## src/hdl/priority_scheduler_with_aging_unit_assert.svh

```systemverilog
// Assertion macros used by the scheduler controller RTL.
`ifndef PRIORITY_SCHEDULER_WITH_AGING_UNIT_ASSERT_SVH
`define PRIORITY_SCHEDULER_WITH_AGING_UNIT_ASSERT_SVH

// Checked only outside reset.
`define PSA_ASSERT(lbl, prop, msg) \
    lbl: assert property (@(posedge clk) disable iff (!rst_n) prop) else $error(msg);

// Checked at every edge, reset included.
`define PSA_ASSERT_ALWAYS(lbl, prop, msg) \
    lbl: assert property (@(posedge clk) prop) else $error(msg);

`endif

```

## src/hdl/psa_pkg.sv

```systemverilog
// Shared constants and types of the priority scheduler.
package psa_pkg;

    localparam int NUM_TASKS = 16;
    localparam int PRIO_BITS = 8;
    localparam int ID_W      = $clog2(NUM_TASKS);
    localparam int PTR_W     = $clog2(NUM_TASKS + 1);
    localparam int SLICE_W   = 8;
    localparam int TASK_W    = 4;
    localparam int OPRIO_W   = 8;
    localparam int IPRIO_W   = 8;
    localparam int AGED_W    = 4;

    localparam logic [PTR_W-1:0]     TAIL_MARK = PTR_W'(NUM_TASKS);
    localparam logic [PRIO_BITS-1:0] KEY_MAX   = {PRIO_BITS{1'b1}};

    typedef enum logic [1:0] {
        CMD_ENQUEUE = 2'd0,
        CMD_TICK    = 2'd1,
        CMD_RUN     = 2'd2,
        CMD_BLOCK   = 2'd3
    } psa_cmd_t;

    typedef struct packed {
        logic [PRIO_BITS-1:0] key;
        logic [PTR_W-1:0]     nxt;
    } psa_entry_t;

    localparam int ENTRY_W = $bits(psa_entry_t);

    typedef struct packed {
        logic                  enqueue_rejected;
        logic [AGED_W-1:0]     aged_count;
        logic                  deferred_attempt;
        logic                  switched;
        logic [OPRIO_W-1:0]    running_priority;
        logic [TASK_W-1:0]     running_task;
    } psa_result_t;

endpackage

```

## src/hdl/psa_ram.sv

```systemverilog
// Single write port, single read port memory with a registered read.
module psa_ram #(
    parameter int DEPTH = 16,
    parameter int WIDTH = 13
) (
    input  logic                     clk,
    input  logic                     we,
    input  logic [$clog2(DEPTH)-1:0] waddr,
    input  logic [WIDTH-1:0]         wdata,
    input  logic [$clog2(DEPTH)-1:0] raddr,
    output logic [WIDTH-1:0]         rdata
);

    logic [WIDTH-1:0] mem [DEPTH];

    always_ff @(posedge clk)
    begin
        if (we)
        begin
            mem[waddr] <= wdata;
        end
        rdata <= mem[raddr];
    end

endmodule

```

## src/hdl/psa_ctrl.sv

```systemverilog
// Sequencer that walks the ready list in memory for insert, aging and dequeue.
module psa_ctrl (
    input  logic                            clk,
    input  logic                            rst_n,
    input  logic                            in_valid,
    output logic                            in_ready,
    input  logic [1:0]                      in_cmd,
    input  logic [psa_pkg::ID_W-1:0]        in_id,
    input  logic [psa_pkg::PRIO_BITS-1:0]   in_prio,
    input  logic                            in_defer,
    input  logic [psa_pkg::SLICE_W-1:0]     time_slice,
    input  logic                            out_free,
    output logic                            res_valid,
    output psa_pkg::psa_result_t            res,
    output logic                            mem_we,
    output logic [psa_pkg::ID_W-1:0]        mem_waddr,
    output psa_pkg::psa_entry_t             mem_wdata,
    output logic [psa_pkg::ID_W-1:0]        mem_raddr,
    input  psa_pkg::psa_entry_t             mem_rdata
);

    typedef enum logic [3:0] {
        ST_IDLE, ST_INS_RD, ST_INS_CHK, ST_INS_WR_NEW, ST_INS_WR_PREV,
        ST_HD_RD, ST_HD_CHK, ST_AGE_RD, ST_AGE_CHK, ST_DQ_RD, ST_DQ_CHK, ST_DONE
    } state_t;

    state_t                              state_reg, state_next;
    logic [1:0]                          cmd_reg, cmd_next;
    logic [psa_pkg::ID_W-1:0]            ins_id_reg, ins_id_next;
    logic [psa_pkg::PRIO_BITS-1:0]       ins_key_reg, ins_key_next;
    logic [psa_pkg::PTR_W-1:0]           p_reg, p_next;
    logic [psa_pkg::PTR_W-1:0]           prev_reg, prev_next;
    logic [psa_pkg::PRIO_BITS-1:0]       prev_key_reg, prev_key_next;
    logic [psa_pkg::PRIO_BITS-1:0]       hk_reg, hk_next;
    logic                                all_reg, all_next;
    logic                                rs_ins_reg, rs_ins_next;
    logic                                below_reg, below_next;
    logic [psa_pkg::NUM_TASKS-1:0]       member_reg, member_next;
    logic [psa_pkg::ID_W-1:0]            head_reg, head_next;
    logic [psa_pkg::ID_W-1:0]            cur_reg, cur_next;
    logic [psa_pkg::PRIO_BITS-1:0]       cur_prio_reg, cur_prio_next;
    logic [psa_pkg::SLICE_W-1:0]         slice_reg, slice_next;
    logic [psa_pkg::ID_W-1:0]            raddr_reg;
    psa_pkg::psa_result_t                res_reg, res_next;
    psa_pkg::psa_entry_t                 rd;
    logic                                do_below;
    logic                                inc;
    logic                                new_run;

    // The idle entry is never written; it always reads as key zero at the tail.
    always_comb
    begin
        if (raddr_reg == '0)
        begin
            rd.key = '0;
            rd.nxt = psa_pkg::TAIL_MARK;
        end
        else
        begin
            rd = mem_rdata;
        end
    end

    assign in_ready = (state_reg == ST_IDLE);
    assign res      = res_next;
    assign new_run  = res_valid && res.switched && (res.running_task != '0);
    assign inc      = (rd.key < psa_pkg::KEY_MAX) &&
                      (all_reg || ((rd.key < cur_prio_reg) && (rd.key < hk_reg)));

    always_comb
    begin
        state_next    = state_reg;
        cmd_next      = cmd_reg;
        ins_id_next   = ins_id_reg;
        ins_key_next  = ins_key_reg;
        p_next        = p_reg;
        prev_next     = prev_reg;
        prev_key_next = prev_key_reg;
        hk_next       = hk_reg;
        all_next      = all_reg;
        rs_ins_next   = rs_ins_reg;
        below_next    = below_reg;
        member_next   = member_reg;
        head_next     = head_reg;
        cur_next      = cur_reg;
        cur_prio_next = cur_prio_reg;
        slice_next    = slice_reg;
        res_next      = res_reg;
        mem_we        = 1'b0;
        mem_waddr     = ins_id_reg;
        mem_wdata     = '{key: ins_key_reg, nxt: p_reg};
        mem_raddr     = p_reg[psa_pkg::ID_W-1:0];
        res_valid     = 1'b0;
        do_below      = 1'b0;

        case (state_reg)
            ST_IDLE:
            begin
                if (in_valid)
                begin
                    res_next     = '0;
                    cmd_next     = in_cmd;
                    below_next   = 1'b0;
                    rs_ins_next  = 1'b0;
                    ins_id_next  = in_id;
                    ins_key_next = (in_prio == '0) ? psa_pkg::PRIO_BITS'(1) : in_prio;
                    p_next       = psa_pkg::PTR_W'(head_reg);
                    prev_next    = psa_pkg::TAIL_MARK;
                    if (in_cmd == psa_pkg::CMD_ENQUEUE)
                    begin
                        if (in_id == '0 || member_reg[in_id])
                        begin
                            res_next.enqueue_rejected = 1'b1;
                            state_next = ST_DONE;
                        end
                        else
                        begin
                            state_next = ST_INS_RD;
                        end
                    end
                    else if (in_cmd == psa_pkg::CMD_TICK)
                    begin
                        if (slice_reg != '0)
                        begin
                            slice_next = slice_reg - 1'b1;
                        end
                        state_next = ST_DONE;
                    end
                    else if (in_defer)
                    begin
                        res_next.deferred_attempt = 1'b1;
                        state_next = ST_DONE;
                    end
                    else
                    begin
                        state_next = ST_HD_RD;
                    end
                end
            end
            ST_INS_RD:
            begin
                state_next = (p_reg == psa_pkg::TAIL_MARK) ? ST_INS_WR_NEW : ST_INS_CHK;
            end
            ST_INS_CHK:
            begin
                if (rd.key < ins_key_reg)
                begin
                    state_next = ST_INS_WR_NEW;
                end
                else
                begin
                    prev_next     = p_reg;
                    prev_key_next = rd.key;
                    p_next        = rd.nxt;
                    state_next    = ST_INS_RD;
                end
            end
            ST_INS_WR_NEW:
            begin
                mem_we                  = 1'b1;
                member_next[ins_id_reg] = 1'b1;
                if (prev_reg == psa_pkg::TAIL_MARK)
                begin
                    head_next  = ins_id_reg;
                    below_next = 1'b1;
                    state_next = rs_ins_reg ? ST_HD_RD : ST_DONE;
                end
                else
                begin
                    state_next = ST_INS_WR_PREV;
                end
            end
            ST_INS_WR_PREV:
            begin
                mem_we     = 1'b1;
                mem_waddr  = prev_reg[psa_pkg::ID_W-1:0];
                mem_wdata  = '{key: prev_key_reg, nxt: psa_pkg::PTR_W'(ins_id_reg)};
                below_next = 1'b1;
                state_next = rs_ins_reg ? ST_HD_RD : ST_DONE;
            end
            ST_HD_RD:
            begin
                mem_raddr  = head_reg;
                state_next = ST_HD_CHK;
            end
            ST_HD_CHK:
            begin
                hk_next = rd.key;
                if (below_reg)
                begin
                    do_below = 1'b1;
                end
                else if (cmd_reg == psa_pkg::CMD_RUN && cur_prio_reg > rd.key)
                begin
                    if (slice_reg == '0)
                    begin
                        all_next   = 1'b1;
                        p_next     = psa_pkg::PTR_W'(head_reg);
                        state_next = ST_AGE_RD;
                    end
                    else
                    begin
                        state_next = ST_DONE;
                    end
                end
                else if (cmd_reg == psa_pkg::CMD_RUN && cur_reg != '0 && !member_reg[cur_reg])
                begin
                    rs_ins_next  = 1'b1;
                    ins_id_next  = cur_reg;
                    ins_key_next = (cur_prio_reg == '0) ? psa_pkg::PRIO_BITS'(1)
                                                        : cur_prio_reg;
                    p_next       = psa_pkg::PTR_W'(head_reg);
                    prev_next    = psa_pkg::TAIL_MARK;
                    state_next   = ST_INS_RD;
                end
                else
                begin
                    do_below = 1'b1;
                end
                if (do_below)
                begin
                    all_next   = 1'b0;
                    p_next     = rd.nxt;
                    state_next = (head_reg == '0) ? ST_DQ_RD : ST_AGE_RD;
                end
            end
            ST_AGE_RD:
            begin
                if (p_reg == psa_pkg::TAIL_MARK || p_reg == '0)
                begin
                    if (all_reg)
                    begin
                        slice_next = time_slice;
                        state_next = ST_DONE;
                    end
                    else
                    begin
                        state_next = ST_DQ_RD;
                    end
                end
                else
                begin
                    state_next = ST_AGE_CHK;
                end
            end
            ST_AGE_CHK:
            begin
                if (inc)
                begin
                    mem_we              = 1'b1;
                    mem_waddr           = p_reg[psa_pkg::ID_W-1:0];
                    mem_wdata           = '{key: rd.key + 1'b1, nxt: rd.nxt};
                    res_next.aged_count = res_reg.aged_count + 1'b1;
                end
                p_next     = rd.nxt;
                state_next = ST_AGE_RD;
            end
            ST_DQ_RD:
            begin
                mem_raddr  = head_reg;
                state_next = ST_DQ_CHK;
            end
            ST_DQ_CHK:
            begin
                cur_next      = head_reg;
                cur_prio_next = rd.key;
                if (head_reg != '0)
                begin
                    head_next             = rd.nxt[psa_pkg::ID_W-1:0];
                    member_next[head_reg] = 1'b0;
                end
                slice_next        = time_slice;
                res_next.switched = 1'b1;
                state_next        = ST_DONE;
            end
            ST_DONE:
            begin
                res_next.running_task     = cur_reg;
                res_next.running_priority = cur_prio_reg;
                if (out_free)
                begin
                    res_valid  = 1'b1;
                    state_next = ST_IDLE;
                end
            end
            default:
            begin
                state_next = ST_IDLE;
            end
        endcase
    end

    always_ff @(posedge clk or negedge rst_n)
    begin
        if (!rst_n)
        begin
            state_reg    <= ST_IDLE;
            member_reg   <= psa_pkg::NUM_TASKS'(1);
            head_reg     <= '0;
            cur_reg      <= '0;
            cur_prio_reg <= '0;
            slice_reg    <= psa_pkg::SLICE_W'(2);
        end
        else
        begin
            state_reg    <= state_next;
            member_reg   <= member_next;
            head_reg     <= head_next;
            cur_reg      <= cur_next;
            cur_prio_reg <= cur_prio_next;
            slice_reg    <= slice_next;
        end
    end

    always_ff @(posedge clk)
    begin
        cmd_reg      <= cmd_next;
        ins_id_reg   <= ins_id_next;
        ins_key_reg  <= ins_key_next;
        p_reg        <= p_next;
        prev_reg     <= prev_next;
        prev_key_reg <= prev_key_next;
        hk_reg       <= hk_next;
        all_reg      <= all_next;
        rs_ins_reg   <= rs_ins_next;
        below_reg    <= below_next;
        res_reg      <= res_next;
        raddr_reg    <= mem_raddr;
    end

`include "priority_scheduler_with_aging_unit_assert.svh"

    `PSA_ASSERT_ALWAYS(a_idle_member, (!rst_n || member_reg[0]), "idle task left the ready list")
    `PSA_ASSERT(a_accept_leaves_idle, (in_valid && in_ready) |=> !in_ready, "accept kept idle")
    `PSA_ASSERT(a_switch_not_ready, new_run |-> !member_reg[cur_reg], "task still ready")

endmodule

```

## src/hdl/priority_scheduler_with_aging_unit.sv

```systemverilog
// Top level of the priority scheduler with aging.
//
//  Channel   Dir  Payload
//  s_axis    in   tdata: task_id, task_priority, deferred; tuser: command
//  m_axis    out  tdata: running_task .. enqueue_rejected
//  cfg       in   cfg_data: time_slice
//
// A tick, a rejected enqueue or a deferred reschedule goes from idle straight to done.
// An enqueue reads and checks each list entry passed, then writes the new entry
// and, unless it becomes the head, the entry before it. A reschedule walks the
// list for insertion and aging one entry at a time, over the single memory read port.
// Reset needs no clearing pass; the output register lets a new item start
// while the previous result waits on m_axis_tready.
module priority_scheduler_with_aging_unit (
    input  logic        clk,
    input  logic        rst_n,
    input  logic        s_axis_tvalid,
    output logic        s_axis_tready,
    input  logic [15:0] s_axis_tdata,   // task_id[3:0], task_priority[11:4], deferred[12]
    input  logic [1:0]  s_axis_tuser,   // command[1:0]
    output logic        m_axis_tvalid,
    input  logic        m_axis_tready,
    output logic [23:0] m_axis_tdata,   // running_task[3:0], running_priority[11:4],
                                        // switched[12], deferred_attempt[13],
                                        // aged_count[17:14], enqueue_rejected[18]
    input  logic        cfg_valid,
    output logic        cfg_ready,
    input  logic [7:0]  cfg_data
);

    logic [psa_pkg::SLICE_W-1:0] time_slice_reg;
    logic                        out_valid_reg;
    psa_pkg::psa_result_t        out_reg;
    logic                        out_free;
    logic                        res_valid;
    psa_pkg::psa_result_t        res;
    logic                        mem_we;
    logic [psa_pkg::ID_W-1:0]    mem_waddr;
    logic [psa_pkg::ID_W-1:0]    mem_raddr;
    psa_pkg::psa_entry_t         mem_wdata;
    psa_pkg::psa_entry_t         mem_rdata;

    assign cfg_ready     = 1'b1;
    assign out_free      = !out_valid_reg || m_axis_tready;
    assign m_axis_tvalid = out_valid_reg;
    assign m_axis_tdata  = {5'b0, out_reg};

    always_ff @(posedge clk or negedge rst_n)
    begin
        if (!rst_n)
        begin
            time_slice_reg <= psa_pkg::SLICE_W'(2);
            out_valid_reg  <= 1'b0;
        end
        else
        begin
            if (cfg_valid)
            begin
                time_slice_reg <= cfg_data;
            end
            if (res_valid)
            begin
                out_valid_reg <= 1'b1;
            end
            else if (m_axis_tready)
            begin
                out_valid_reg <= 1'b0;
            end
        end
    end

    always_ff @(posedge clk)
    begin
        if (res_valid)
        begin
            out_reg <= res;
        end
    end

    psa_ctrl u_ctrl (
        .clk        (clk),
        .rst_n      (rst_n),
        .in_valid   (s_axis_tvalid),
        .in_ready   (s_axis_tready),
        .in_cmd     (s_axis_tuser),
        .in_id      (s_axis_tdata[3:0]),
        .in_prio    (s_axis_tdata[11:4]),
        .in_defer   (s_axis_tdata[12]),
        .time_slice (time_slice_reg),
        .out_free   (out_free),
        .res_valid  (res_valid),
        .res        (res),
        .mem_we     (mem_we),
        .mem_waddr  (mem_waddr),
        .mem_wdata  (mem_wdata),
        .mem_raddr  (mem_raddr),
        .mem_rdata  (mem_rdata)
    );

    psa_ram #(
        .DEPTH (psa_pkg::NUM_TASKS),
        .WIDTH (psa_pkg::ENTRY_W)
    ) u_ram (
        .clk   (clk),
        .we    (mem_we),
        .waddr (mem_waddr),
        .wdata (mem_wdata),
        .raddr (mem_raddr),
        .rdata (mem_rdata)
    );

endmodule

```

## config.mk

```make
export PLATFORM = sky130hd
export DESIGN_NAME = priority_scheduler_with_aging_unit
export DESIGN_NICKNAME = d
export VERILOG_FILES = /design/src/hdl/psa_pkg.sv /design/src/hdl/psa_ram.sv /design/src/hdl/psa_ctrl.sv /design/src/hdl/priority_scheduler_with_aging_unit.sv
export VERILOG_INCLUDE_DIRS = /design/src /design/src/hdl
export SDC_FILE = /design/constraint.sdc
export NUM_CORES = 1
export LEC_CHECK = 0
export ABC_AREA = 1
export BUFFER_PORTS_ARGS = -buffer_cell sky130_fd_sc_hd__buf_4
export CORE_MARGIN = 5
export CORE_UTILIZATION = 45
export DETAILED_ROUTE_END_ITERATION = 12
export SLEW_MARGIN = 20
export SYNTH_ARGS = -nofsm -noshare
export SYNTH_HDL_FRONTEND = slang
export SYNTH_SLANG_ARGS = --single-unit
```

## constraint.sdc

```tcl
create_clock -name clk -period 5.1 [get_ports clk]
set_clock_uncertainty 0.15 [all_clocks]
set_input_delay 1.02 -clock clk [delete_from_list [all_inputs] [get_ports clk]]
set_output_delay 1.02 -clock clk [all_outputs]
set_load 0.05 [all_outputs]
```

Word level (Yosys, flattened, before mapping)
Memory sizes are Yosys's and may differ from the RTL's. A register that Yosys moved wholly into a read port is not among the register bits. Cells that the tools add are included.

Add/sub/neg operators: 3. $mul: 0. Div/mod/pow operators: 0. Order comparisons: 11. Equal/unequal tests: 32. Shift operators: 0. Multiplexer cells: 105. Bitwise gates (word level): 4. Reductions and logical operators: 47.

Operator list (count): 8-bit 2-to-1 mux (12); 4-bit 2-to-1 mux (23); 5-bit 2-to-1 mux (12); 4-bit one-hot mux with 12 select lines (1); 16-bit one-hot mux with 2 select lines (1); 4-bit one-hot mux with 2 select lines (4); 1-bit 2-to-1 mux (31); 13-bit 2-to-1 mux (2); 13-bit one-hot mux with 2 select lines (1); 8-bit logical NOT (3); 8-bit less-than comparator (3); 12-bit one-hot mux with 2 select lines (1); 8-bit one-hot mux with 3 select lines (1); 4-bit by 5-bit less-than comparator with 1-bit output (second input constant) (4); 5-bit one-hot mux with 4 select lines (1); 19-bit 2-to-1 mux (1); 16-bit bitwise AND (1); 4-bit by 3-bit == test with 1-bit output (second input constant) (4); 4-bit == test (second input constant) (4); 4-bit logical NOT (4); 16-bit 2-to-1 mux (1); 16-bit inverter (1); 16-bit OR (1); 8-bit one-hot mux with 2 select lines (1); 39 further kinds (84).

Register bits: 138. Bits in latches: 0. RAM bits: 208. Bits in read-only memories: 0. Input port bits: 31. Output and inout port bits: 27. Word-level logic and storage cells: 234. Memories kept: 1.

Memory list: u_ram.mem (words 16, width 13, read ports 1, clocked after memory_dff 1, write ports 1, line psa_ram.sv:14) `logic [WIDTH-1:0] mem [DEPTH];`.

Logic depth before layout (Yosys ltp)
Depth in word-level cells: 10. Gate-level depth with buffers: 23. Depth with buffers taken out: 22.

Hierarchy
Synthesis repeated with hierarchy kept, for this count alone.

Cell total of the unflattened synthesis: 1834. Area, all modules: 16878.7 µm².

Modules (own cells, without submodules): psa_ram (instances 1, cells an instance 880, area an instance 9272.6 µm², sequential area each 6506.2 µm²); psa_ctrl (instances 1, cells an instance 888, area an instance 6636.4 µm², sequential area each 2855.2 µm²); priority_scheduler_with_aging_unit (instances 1, cells an instance 66, area an instance 969.7 µm², sequential area each 797.0 µm²).

Worst setup path after synthesis
OpenSTA, ideal clock, no wires.

Path type: flip-flop to flip-flop. From: register u_ctrl.raddr_reg[3] (netlist name). To: memory u_ram.mem[8][0] (enable). Library setup time: 0.382 ns. Arrival time: 3.059 ns. Required time: 4.568 ns. Setup slack: 1.509 ns. Stages on the path, launching flop included: 22. Path buffers: 2. Clock period less this slack: 3.591 ns. Path through: dfxtp_1 -> nor2_1 -> nand2_1 -> buf_6 -> inv_2 -> nor2_1 -> inv_1 -> ha_1 -> a21oi_1 -> nor2_1 -> a211oi_1 -> nand2_1 -> nand2_1 -> o21ai_4 -> nand2_4 -> buf_6 -> nand2_2 -> nand3_2 -> nand2_2 -> nand2_1 -> nand2_1 -> nor2_1.

RTL lines: from (decl) (line psa_ctrl.sv:43) `logic [psa_pkg::ID_W-1:0] raddr_reg;`; from (signal assigned) (line psa_ctrl.sv:328) `raddr_reg <= mem_raddr;`; to (decl) (line psa_ram.sv:14).

Final worst setup path
From: register u_ctrl.raddr_reg[3] (netlist name). To: memory u_ram.mem[13][3] (enable).

Word-level cells in the longest chain between the ends: 10. Elaborated cells on any way between the ends: 14. Classes of those cells: order compare: 3; mux: 7; reduce/logical: 4.

RTL lines: 4-bit logical NOT (*) (line psa_ctrl.sv:53) `if (raddr_reg == '0)`; 13-bit 2-to-1 mux (*) (line psa_ctrl.sv:53); 8-bit less-than comparator (line psa_ctrl.sv:68) `(all_reg || ((rd.key < cur_prio_reg) && (rd.key < hk_reg)));`; 1-bit logical AND (line psa_ctrl.sv:68); 1-bit logical OR (line psa_ctrl.sv:68); 1-bit logical AND (*) (line psa_ctrl.sv:67) `assign inc = (rd.key < psa_pkg::KEY_MAX) &&`; 1-bit 2-to-1 mux (line psa_ctrl.sv:248) `if (inc)`; 1-bit one-hot mux with 2 select lines (line psa_ctrl.sv:96) `case (state_reg)`; 1-bit 2-to-1 mux (line psa_ram.sv:18) `if (we)`; 1-bit 2-to-1 mux (not written as such) (line psa_ram.sv:20) `mem[waddr] <= wdata;`.

Every way passes the cells marked *; elsewhere a longest branch is shown, timed or not.

==> summary.txt <==
Starting Density: 0.456
Sum of overflow across all layers after global routing: 0
Number of design-rule violations left by the first detailed-router iteration: 866
Worst setup path startpoint: u_ctrl.raddr_reg[3]
IO buf count: 48
Total I/O pin count: 58
Detailed-route wire length per cell: 18.8 um
Via density per instance: 5.46
TritonCTS Buffers: 39
Die Area: 38900 um^2
Initial antenna violation count: 0
Share of final-layout standard cells stronger than drive strength 1: 0.120
Synth Warn #: 0
Synth Area per Inst: 10.6 um^2
Die width: 197 um
Setup Total Neg Slack: 0 ps
Number of sinks handled by clock tree synthesis: 358
Total number of placement rows: 68
Data required time of the worst path: 5170 ps
Number of diodes added for antenna fixing: 0
Estimated wirelength of the detail-placed design: 25100 um
Maximum VDD drop: 0.587 mV
Post-CTS setup repair buffer count: 0
Leading cell type in the layout, fill and taps excluded: sky130_fd_sc_hd__edfxtp_1
Power per unit of standard cell area: 658 nW/um^2
Least-Margin Pin Slew: 1090 ps
Post-Place Setup Slack: 1240 ps
Achievable frequency: 0.265 GHz
Final WS setup: 1330 ps
Worst hold path stage count: 2
Worst-case register-to-register setup slack: 1330 ps
Synth unique cells: 50
Normalized max-slew margin: 0.275
Top fanout value on the critical path: 28
Number of flip-flops in the largest register: 208
Status: finished clean
Critical hold path startpoint: u_ctrl.res_reg[18]
# DRC: 0
Hold-critical path endpoint: u_ctrl.res_reg[18]
Depth of the worst register-to-register path: 21
Origin of the critical flop-to-flop path: u_ctrl.raddr_reg[3]
Nature of the critical path startpoint: flip-flop
Cell area after synthesis: 15800 um^2
Sequential-to-total area share from yosys stat: 0.642
Final worst path period share: 0.739
Max Root-Sink Buffers: 3
Number of synthesized flops with an enable pin: 270
Worst min-delay path class: flip-flop to flip-flop
Post-synthesis async set-or-reset flop share: 0.145
Number of iterations in the first detailed-routing pass: 5
Routability congestion estimate: 0.895
Total via count in the routed design: 11196
Clock-pin slew reported for the worst setup and hold paths after clock tree synthesis: 60 ps
Number of fillers in the final layout: 3097
Number of global-route vias before repair: 10539
Final critical-path required period: 3770 ps
Flop and latch count out of synthesis: 358
Primary flip-flop cell chosen by synthesis mapping: sky130_fd_sc_hd__edfxtp_1
Leakage power of the design: 6.87 nW
Floorplan die height: 197 um
Most frequent cells in the layout: sky130_fd_sc_hd__edfxtp_1 (270), sky130_fd_sc_hd__o21ai_0 (228), sky130_fd_sc_hd__nor2_1 (201)
CTS Hold Bufs: 0
Unrepaired setup endpoints after global routing: false
Worst setup path class: flip-flop to flip-flop
Final setup fails: 0
Number of nets at the end of the flow: 1620
Layout-stage area growth over the synthesis result: 14.2%
Root Driver: sky130_fd_sc_hd__clkbuf_16
H-Tree Level Count: 2
Overall routed net length: 38500 um
Max-slew violation total from the final report: 0
Maximum Capacitance Violations: 0
Antenna-violating nets left: 0
Largest net degree at the start of global routing: 106
Wire length of the first global-routing pass: 59700 um
End of the worst register-to-register path: u_ram.mem[13][3]
Final-report hold violation count: 0
Count of instances resized after the clock tree is built: 0
Gr usage total: 0.193
Data arrival, critical path: 3840 ps
Post-Syn Instances: 1495
CTS tree: done
Nature of the critical path endpoint: flip-flop
Area of the core region: 34600 um^2
Latest clock arrival within the worst-skew pair: 540 ps
[worst max-delay path by stage]
stage                       endpoint  slack, ps
floorplan            u_ram.mem[8][0]       1510
global placement    u_ram.mem[15][4]       1310
detailed placement  u_ram.mem[12][4]       1240
CTS                 u_ram.mem[11][4]       1200
global route         u_ram.mem[2][5]       1000
finish              u_ram.mem[13][3]       1330
[area by class of cell]
| class | count | area [um^2] | area share |
|---|---|---|---|
| clock buffer | 48 | 1010 | 0.0560 |
| timing repair buffer | 96 | 721 | 0.0399 |
| inverter | 145 | 544 | 0.0302 |
| clock inverter | 22 | 224 | 0.0124 |
| multi-input combinational | 927 | 4840 | 0.268 |
| sequential | 358 | 10100 | 0.562 |
| tap | 455 | 569 | 0.0316 |
[worst max-delay path, stage by stage, from the launching register on]
cell and delay [ps]:
sky130_fd_sc_hd__dfxtp_1 310, sky130_fd_sc_hd__nor2_1 40, sky130_fd_sc_hd__nand2_1 90, sky130_fd_sc_hd__buf_4 230
sky130_fd_sc_hd__nand2_1 170, sky130_fd_sc_hd__ha_1 340, sky130_fd_sc_hd__nand2_1 70, sky130_fd_sc_hd__nor2_1 150
sky130_fd_sc_hd__nand2_1 70, sky130_fd_sc_hd__nor2_1 80, sky130_fd_sc_hd__nand4_1 90, sky130_fd_sc_hd__nand2_1 240
sky130_fd_sc_hd__o21ai_4 150, sky130_fd_sc_hd__nand2_4 80, sky130_fd_sc_hd__buf_4 310, sky130_fd_sc_hd__nand2_2 80
sky130_fd_sc_hd__nand3_2 70, sky130_fd_sc_hd__nand2_2 70, sky130_fd_sc_hd__nand2_1 80, sky130_fd_sc_hd__nand2_1 150
sky130_fd_sc_hd__nor2_1 140, sky130_fd_sc_hd__buf_4 280
[synth_stat cells (all sizes together) (4+ instances only)]
master,count,area [um^2]
nand3,72,400
edfxtp,270,8110
dfxtp,36,721
a21oi,41,205
buf,26,170
nand4,6,37.5
o211ai,26,195
mux2,5,56.3
xor2,6,52.6
nand2,200,778
o22ai,24,150
clkinv,4,15.0
nor2,205,780
inv,141,529
ha,22,275
clkbuf,43,161
o21ai,234,1190
a211oi,4,30.0
dfrtp,50,1250
o221ai,43,377
nor3,9,56.3
[metrics by stage]
stage	area [um^2]	util	cells	power, mW	hold WS [ps]
after CTS	18000	0.520	2047	11.9	309
after detailed placement	16800	0.484	1977	9.17	295
after floorplan	15800	-	1499	7.64	262
after global routing	18000	0.521	2051	12.7	335
after global placement	16800	0.484	1976	9.07	273
final	18000	0.521	2051	11.9	308
[power breakdown]
part	switching (mW)	total [mW]	internal, mW
clock	1.12	2.70	1.57
combinational	3.37	4.71	1.34
sequential	0.313	4.47	4.16
total	4.81	11.9	7.07
[routing by layer]
layer,GRT usage,vias up,wire [um]
met5,0,-,0
met4,0.0462,0,718
met3,0.0269,57,2010
met2,0.315,297,18200
met1,0.276,5416,17600
li1,-,5426,-
[kinds of logic after synthesis]
family,synth area share
XOR/XNOR,0.00444
other,0.000476
AO/OA/AOI/OAI,0.145
adder cells (fa/ha/maj),0.0174
buffers and inverters,0.0555
flip-flops,0.642
AND/OR/NAND/NOR,0.132
multiplexers,0.00357
(Power assumes the default switching activity.)
